<file path="src/rtl/core/png_coc_pkg.sv">
// Shared types, chunk codes and result codes for the PNG chunk order checker.
package png_coc_pkg;

   // Chunk type codes, first character in the most significant byte.
   localparam logic [31:0] TYPE_IHDR = 32'h4948_4452;
   localparam logic [31:0] TYPE_PLTE = 32'h504C_5445;
   localparam logic [31:0] TYPE_IDAT = 32'h4944_4154;
   localparam logic [31:0] TYPE_BKGD = 32'h624B_4744;
   localparam logic [31:0] TYPE_GAMA = 32'h6741_4D41;
   localparam logic [31:0] TYPE_CHRM = 32'h6348_524D;
   localparam logic [31:0] TYPE_HIST = 32'h6849_5354;
   localparam logic [31:0] TYPE_PHYS = 32'h7048_5973;
   localparam logic [31:0] TYPE_TRNS = 32'h7452_4E53;
   localparam logic [31:0] TYPE_SBIT = 32'h7342_4954;

   // Header chunk limits.
   localparam logic [30:0] HEADER_LENGTH  = 31'd13;
   localparam logic [7:0]  MAX_COLOR_TYPE = 8'd7;

   // Bit positions in the ancillary seen vector.
   localparam int ANC_COUNT = 7;
   localparam int SLOT_BKGD = 0;
   localparam int SLOT_GAMA = 1;
   localparam int SLOT_CHRM = 2;
   localparam int SLOT_HIST = 3;
   localparam int SLOT_PHYS = 4;
   localparam int SLOT_TRNS = 5;
   localparam int SLOT_SBIT = 6;

   // Header placement codes.
   localparam logic [1:0] HERR_NONE          = 2'd0;
   localparam logic [1:0] HERR_FIRST_NOT_HDR = 2'd1;
   localparam logic [1:0] HERR_SEVERAL_HDR   = 2'd2;
   localparam logic [1:0] HERR_HDR_NOT_FIRST = 2'd3;

   // Chunk error codes.
   localparam logic [2:0] CERR_NONE           = 3'd0;
   localparam logic [2:0] CERR_REPEATED       = 3'd1;
   localparam logic [2:0] CERR_MISPLACED      = 3'd2;
   localparam logic [2:0] CERR_DATA_GAP       = 3'd3;
   localparam logic [2:0] CERR_PALETTE_MISSING = 3'd4;

   // Classification of one chunk.
   typedef struct packed {
      logic                 is_hdr;
      logic                 is_plte;
      logic                 is_idat;
      logic [ANC_COUNT-1:0] anc;
      logic                 hdr_valid;
      logic                 palette_bit;
   } chunk_class_type;

   // One result.
   typedef struct packed {
      logic [1:0]  header_error;
      logic [2:0]  chunk_error;
      logic [15:0] error_total;
   } result_type;

endpackage

</file>
<file path="src/rtl/core/png_coc_track.sv">
// Ordering state and checks: holds the seen flags and forms one result per chunk.
module png_coc_track
   import png_coc_pkg::*;
(
   input  logic            clock,
   input  logic            reset,
   input  logic            advance,
   input  chunk_class_type cls,
   output result_type      result
);

   logic                 awaiting_first_ff, awaiting_first_in;
   logic                 seen_header_ff, seen_header_in;
   logic                 seen_palette_ff, seen_palette_in;
   logic                 seen_data_ff, seen_data_in;
   logic                 data_closed_ff, data_closed_in;
   logic                 data_gap_reported_ff, data_gap_reported_in;
   logic [ANC_COUNT-1:0] seen_anc_ff, seen_anc_in;
   logic                 uses_palette_ff, uses_palette_in;
   logic [15:0]          error_counter_ff, error_counter_in;

   logic                 early;
   logic [ANC_COUNT-1:0] place_ok;
   logic [1:0]           herr;
   logic [2:0]           cerr;
   logic [1:0]           inc;
   logic [16:0]          sum;

   // Checks for the chunk at hand and the state it leaves behind.
   always_comb begin
      awaiting_first_in    = awaiting_first_ff;
      seen_header_in       = seen_header_ff;
      seen_palette_in      = seen_palette_ff;
      seen_data_in         = seen_data_ff;
      data_closed_in       = data_closed_ff;
      data_gap_reported_in = data_gap_reported_ff;
      seen_anc_in          = seen_anc_ff;
      uses_palette_in      = uses_palette_ff;
      herr                 = HERR_NONE;
      cerr                 = CERR_NONE;

      // Header placement.
      if (awaiting_first_ff) begin
         awaiting_first_in = 1'b0;
         if (!cls.is_hdr) begin
            herr = HERR_FIRST_NOT_HDR;
         end else begin
            seen_header_in = 1'b1;
         end
      end else if (cls.is_hdr) begin
         if (seen_header_ff) begin
            herr = HERR_SEVERAL_HDR;
         end else begin
            herr = HERR_HDR_NOT_FIRST;
            seen_header_in = 1'b1;
         end
      end

      // Palette repeats.
      if (cls.is_plte) begin
         if (seen_palette_ff) begin
            cerr = CERR_REPEATED;
         end else begin
            seen_palette_in = 1'b1;
         end
      end

      // The data run; any other chunk closes an open run.
      if (cls.is_idat) begin
         if (data_closed_ff && !data_gap_reported_ff) begin
            cerr = CERR_DATA_GAP;
            data_gap_reported_in = 1'b1;
         end else begin
            if (uses_palette_ff && !seen_palette_ff) begin
               cerr = CERR_PALETTE_MISSING;
            end
            seen_data_in = 1'b1;
         end
      end else if (seen_data_ff && !data_closed_ff) begin
         data_closed_in = 1'b1;
      end

      // Allowed places of each ancillary chunk.
      early = seen_header_ff && !seen_data_ff;
      place_ok = {ANC_COUNT{early}};
      place_ok[SLOT_BKGD] = early && (seen_palette_ff || !uses_palette_ff);
      place_ok[SLOT_TRNS] = early && (seen_palette_ff || !uses_palette_ff);
      place_ok[SLOT_GAMA] = early && !seen_palette_ff;
      place_ok[SLOT_CHRM] = early && !seen_palette_ff;
      place_ok[SLOT_SBIT] = early && !seen_palette_ff;
      place_ok[SLOT_HIST] = early && seen_palette_ff;

      // A misplaced chunk still counts as seen.
      if (|(cls.anc & seen_anc_ff)) begin
         cerr = CERR_REPEATED;
      end else if (|cls.anc) begin
         if (|(cls.anc & ~place_ok)) begin
            cerr = CERR_MISPLACED;
         end
         seen_anc_in = seen_anc_ff | cls.anc;
      end

      // Saturating error count, up to two per chunk.
      inc = {1'b0, herr != HERR_NONE} + {1'b0, cerr != CERR_NONE};
      sum = {1'b0, error_counter_ff} + {15'd0, inc};
      error_counter_in = sum[16] ? 16'hFFFF : sum[15:0];

      // The palette flag takes effect from the next chunk.
      if (cls.hdr_valid) begin
         uses_palette_in = cls.palette_bit;
      end

      result.header_error = herr;
      result.chunk_error  = cerr;
      result.error_total  = error_counter_in;
   end

   // State registers move only when a chunk passes to the result register.
   always_ff @(posedge clock) begin
      if (reset) begin
         awaiting_first_ff    <= 1'b1;
         seen_header_ff       <= 1'b0;
         seen_palette_ff      <= 1'b0;
         seen_data_ff         <= 1'b0;
         data_closed_ff       <= 1'b0;
         data_gap_reported_ff <= 1'b0;
         seen_anc_ff          <= '0;
         uses_palette_ff      <= 1'b0;
         error_counter_ff     <= '0;
      end else if (advance) begin
         awaiting_first_ff    <= awaiting_first_in;
         seen_header_ff       <= seen_header_in;
         seen_palette_ff      <= seen_palette_in;
         seen_data_ff         <= seen_data_in;
         data_closed_ff       <= data_closed_in;
         data_gap_reported_ff <= data_gap_reported_in;
         seen_anc_ff          <= seen_anc_in;
         uses_palette_ff      <= uses_palette_in;
         error_counter_ff     <= error_counter_in;
      end
   end

`ifndef ASSERT_OFF
   // The count never goes down outside reset.
   assert property (@(posedge clock) disable iff (reset)
      !$past(reset) |-> error_counter_ff >= $past(error_counter_ff))
      else $error("error counter decreased");

   // A reported gap implies the data run was closed.
   assert property (@(posedge clock) disable iff (reset)
      data_gap_reported_ff |-> data_closed_ff)
      else $error("gap reported without closed data run");

   // Header codes only for the first chunk or a header chunk.
   assert property (@(posedge clock) disable iff (reset)
      (herr != HERR_NONE) |-> (awaiting_first_ff || cls.is_hdr))
      else $error("header code on unrelated chunk");
`endif

endmodule

</file>
<file path="config.mk">
export PLATFORM = sky130hd
export DESIGN_NAME = png_coc_track
export DESIGN_NICKNAME = d
export VERILOG_FILES = /design/src/rtl/core/png_coc_pkg.sv /design/src/rtl/core/png_coc_track.sv
export SDC_FILE = /design/constraint.sdc
export NUM_CORES = 1
export LEC_CHECK = 0
export BUFFER_PORTS_ARGS = -buffer_cell sky130_fd_sc_hd__buf_2
export CORE_MARGIN = 3
export CORE_UTILIZATION = 53
export CTS_BUF_LIST = sky130_fd_sc_hd__clkbuf_2 sky130_fd_sc_hd__clkbuf_4 sky130_fd_sc_hd__clkbuf_8
export DETAILED_ROUTE_END_ITERATION = 6
export PLACE_DENSITY = 0.83
export SYNTH_ARGS = -nofsm -noshare
export SYNTH_HDL_FRONTEND = slang
export SYNTH_SLANG_ARGS = --single-unit
export TNS_END_PERCENT = 30
</file>
<file path="constraint.sdc">
create_clock -name clock -period 3.5 [get_ports clock]
set_input_delay 0.35 -clock clock [delete_from_list [all_inputs] [get_ports clock]]
set_output_delay 0.35 -clock clock [all_outputs]
set_load 0.02 [all_outputs]
</file>
=== Yosys cells after proc, flatten, opt, wreduce, memory -nomap -nowiden ===
Cells that the tools add are included.

* Output and inout port bits: 21
* Bits in registers: 30

* Reduce and logical (&&, ||, !) cells: 25
* Add/subtract/negate cells: 2
* Mux-type cells: 13
* Bitwise operators: 7

{| class="wikitable"
|+ Operators with widths
! kind !! count
|-
| $reduce_or 7->1 || 3
|-
| $mux 3 || 6
|-
| $add 16x2->17 || 1
|-
| $mux 16 || 1
|-
| $and 7x7->7 || 2
|-
| $reduce_and 3->1 || 4
|-
| $logic_and 1x1->1 || 7
|-
| $not 7->7 || 1
|-
| $or 7x7->7 || 1
|-
| $reduce_and 2->1 || 3
|-
| $logic_not 1->1 || 5
|-
| $mux 1 || 4
|-
| $mux 2 || 2
|-
| $not 1->1 || 3
|-
| $reduce_bool 3->1 || 1
|-
| $add 1x1->2 || 1
|-
| $reduce_bool 2->1 || 1
|-
| $logic_or 1x1->1 || 1
|}

=== Depth between registers and ports, before layout ===
* Depth after elaboration: 13
* Depth in mapped cells: 13

=== Least setup slack after synthesis ===
No wires, ideal clock.

* Kind: register to output
* Start point: register data_closed_ff
* End point: output result[13] (netlist bit)
* Data arrival time: 2.826 ns
* Slack: 0.324 ns
* Buffers on the path: 1
* Cell stages (with the launch flop): 12
* Path through: dfxtp_1 > nor2b_1 > o21ai_0 > and4b_1 > fa_1 > inv_1 > ha_1 > nand3_1 > or4b_1 > buf_2 > and4_4 > a21oi_1

{| class="wikitable"
|+ RTL lines
! element !! RTL line !! text
|-
| from (decl) || png_coc_track.sv:16 || <nowiki>logic data_closed_ff, data_closed_in;</nowiki>
|-
| from (signal assigned) || png_coc_track.sv:135 || <nowiki>data_closed_ff <= data_closed_in;</nowiki>
|-
| to (decl) || png_coc_track.sv:9 || <nowiki>output result_type result</nowiki>
|}

==> reports/metrics.cfg <==
[run_status]
status=finished, final reports clean

[critical_path]
cpPeakStageDelay_ns=0.54
cp.arrival_ns=2.98
cp_cell_sequence=a31oi_2, o41ai_2, and4b_1, fa_2, inv_2, ha_4, nand3_1, or4b_4, and4_4, a21oi_2, buf_4
r2r-end=error_counter_ff[5]
path_buf_inv=2
r2r_start=seen_header_ff
end_kind=output pin
cp-startpoint=seen_header_ff
r2r_slack_ns=0.65
cp_slowest_cell=or4b_4
r2r_cells=11
crit_type=reg -> out
critPathLaunchType=flop
cp.required_ns=3.15
crit_fanout=6
cp_top_family=simple AND/OR/NAND/NOR gates

[sta]
finalCritPeriodShare_pct=95.2
fin_skew_ns=0.00971
relSlewSlack_pct=55.9
rsz0062_at_grt=false
clock.fmax_ghz=0.300
finalSetupViolations=0
finalHoldWorstSlack_ns=0.250
drv_slew=0
worstMarginPinSlew_ns=0.661
hold_viol=0
finalCriticalPeriod_ns=3.33
setup_tns_ns=0

[clock_network]
htree_levels=2
clk_latency_ns=0.34
cts_tree=done
cts_root_buf=clkbuf_4
clock_path_buffers=2
cts_buffers=5
clk_pin_slew_worst_paths_ns=0.10
post_cts_buffers=0
cts.sinks=30

[placement]
port_buffers=35
place.gp.congestion=0.790
dp_hpwl_mm=2.72

[logic_synthesis]
synthesis.area_sq_mm=0.00172
syn_inst=204
synthAdderAreaFrac_pct=1.89
synth_simple_gate_area_share_pct=28.2
synth_top_family_by_area=simple AND/OR/NAND/NOR gates
synthesis.nets=221
synth_compound_area_share_pct=24.1
synth_xor_area_share_pct=2.55
yosysWarnings=0
seq_area_frac_synth_pct=34.9
ys_ff_latch=30
synthMuxAreaShare_pct=1.89
synth_cell_types=45
synth.avg_cell_area_sq_um=8.43

[pwr]
power_switching_uw=222
clock_power_share_pct=42.2
ir_worst_vdd_v=0.000289
p_int_uw=657
leakage_uw=0.000916
seqPwrFrac_pct=42.3
combPwrFrac_pct=15.5
switching_share_pct=25.3
p_per_area_mw_per_mm2=427

[final_layout]
final_nets=251
drive_above_1_share_pct=28.5
diodes=0
area.growth.synth_to_final_pct=19.9
finish.utilization_pct=67.0
final_common_cell=buf_2
fill_cells=295
final_cell_mix=34 x buf_2, 29 x dfxtp_1, 18 x nand2_1

[detailed_routing]
vias=1646
ant_nets=0
first_iter_violations=84
drt-total-wl_mm=3.83
via_per_inst=5.90
wl_per_cell_um=13.7
dr.pass1.iters=5
drc_errors=0

[floorplanning]
coreArea_sq_mm=0.00308
fp.dieW_um=63.0
die_h_um=63.0
initial_core_util_pct=55.9
dieArea_sq_mm=0.00396
io_pins=36
num_rows=20

[global_route]
grt_max_degree=40
grt_use_total_pct=20.1
antenna_found_initial=0
grt-ovfl-total=0
grt_pass1_wl_mm=6.46
grt_pass1_vias=1504

[hold_path]
worstHoldStart=cls[6]
min_to=seen_anc_ff[4]
hold_depth=2
min_path_type=in -> reg

[flow_run]
drv_cap=0

==> sequential cells by signal, indices dropped and copies added (netlist names) <==
signal / count
uses_palette_ff: 1
seen_anc_ff: 7
data_closed_ff: 1
awaiting_first_ff: 1
seen_header_ff: 1
data_gap_reported_ff: 1
seen_palette_ff: 1
seen_data_ff: 1
error_counter_ff: 16
==> worst reg2reg max path, delay by kind of cell (launching register included) <==
family          cells  cell delay (ns)
fa+ha+maj           2             0.51
flops               1             0.36
compound gates      2             0.34
simple gates        5             1.29
buf+inv             2             0.27
==> worst max path at each step <==
stage / endpoint / slack, ns / cells after the start
floorplan: result[13] / 0.32 / 11
global placement: result[14] / 0.18 / 13
detailed placement: result[13] / 0.13 / 13
CTS: result[13] / 0.006 / 12
global route: result[13] / 0.02 / 12
finish: result[13] / 0.17 / 11
==> power groups by stage <==
stage,sequential (uW),combinational [uW],clock [uW]
finish,372,137,371
global route,374,153,392
CTS,371,136,377
detailed placement,378,133,0
global placement,378,131,0
floorplan,374,91.0,0
==> per-layer routing <==
| layer | GRT usage, % | up-vias | wire (um) |
|---|---|---|---|
| met3 | 6.12 | 5 | 220 |
| met2 | 34.5 | 51 | 1810 |
| li1 | - | 824 | - |
| met5 | 0 | - | 0 |
| met1 | 24.3 | 766 | 1760 |
| met4 | 4.96 | 0 | 37 |
==> Yosys cell counts, drive strengths merged <==
cell	instances	area, sq um
a222oi	1	10.0
inv	8	30.0
xor2	1	8.76
a31oi	10	62.6
and3	7	43.8
buf	7	46.3
nand3b	1	7.51
o211a	2	20.0
nor2	16	60.1
mux2	2	22.5
nand2	18	67.6
and2	1	6.26
xnor2	4	35.0
or4b	1	10.0
nand2b	2	12.5
dfxtp	30	601
clkbuf	9	33.8
a22oi	2	15.0
nor3	5	25.0
a41oi	2	17.5
ha	1	12.5
and4b	2	20.0
a22o	7	61.3
a41o	1	10.0
a21o	2	15.0
nor3b	1	12.5
fa	1	20.0
nor4b	1	8.76
a21oi	11	55.1
nand4	6	37.5
nor2b	5	31.3
nand3	6	30.0
mux2i	1	10.0
nand4b	1	8.76
and4	8	72.6
o21ai	11	55.1
a311oi	6	83.8
nor4	3	31.3
o41ai	1	8.76
==> stage by stage <==
step / instances / total power, uW / setup WS, ns / instance area (sq um)
2_1_floorplan: 204 / 465 / 0.324 / 1720
6_report: 279 / 880 / 0.168 / 2060
3_5_place_dp: 271 / 510 / 0.133 / 1900
5_1_grt: 279 / 919 / 0.0184 / 2060
3_3_place_gp: 271 / 509 / 0.183 / 1900
4_1_cts: 279 / 884 / 0.00553 / 2040
==> area by class of cell <==
type | count | area, sq um | share of cell area, %
multi-input combinational | 150 | 1050 | 51.0
inverter | 8 | 30.0 | 1.46
clock buffer | 6 | 51.3 | 2.49
clock inverter | 2 | 60.1 | 2.91
tap | 44 | 55.1 | 2.67
sequential | 30 | 602 | 29.2
timing repair buffer | 39 | 211 | 10.3
==> timing repair <==
action,CTS,global route
pin swaps,0,1
hold buffers,0,0
resized for setup,7,6
setup endpoints to repair,14,14
==> cell families (layout without fill, tap and decap cells) <==
logic type / count (synthesis) / count (layout)
mux: 3 / 3
buf+inv: 24 / 55
flops: 30 / 30
simple gates: 84 / 84
compound gates: 56 / 56
xor+xnor: 5 / 5
fa+ha+maj: 2 / 2
(Power assumes the default switching activity.)
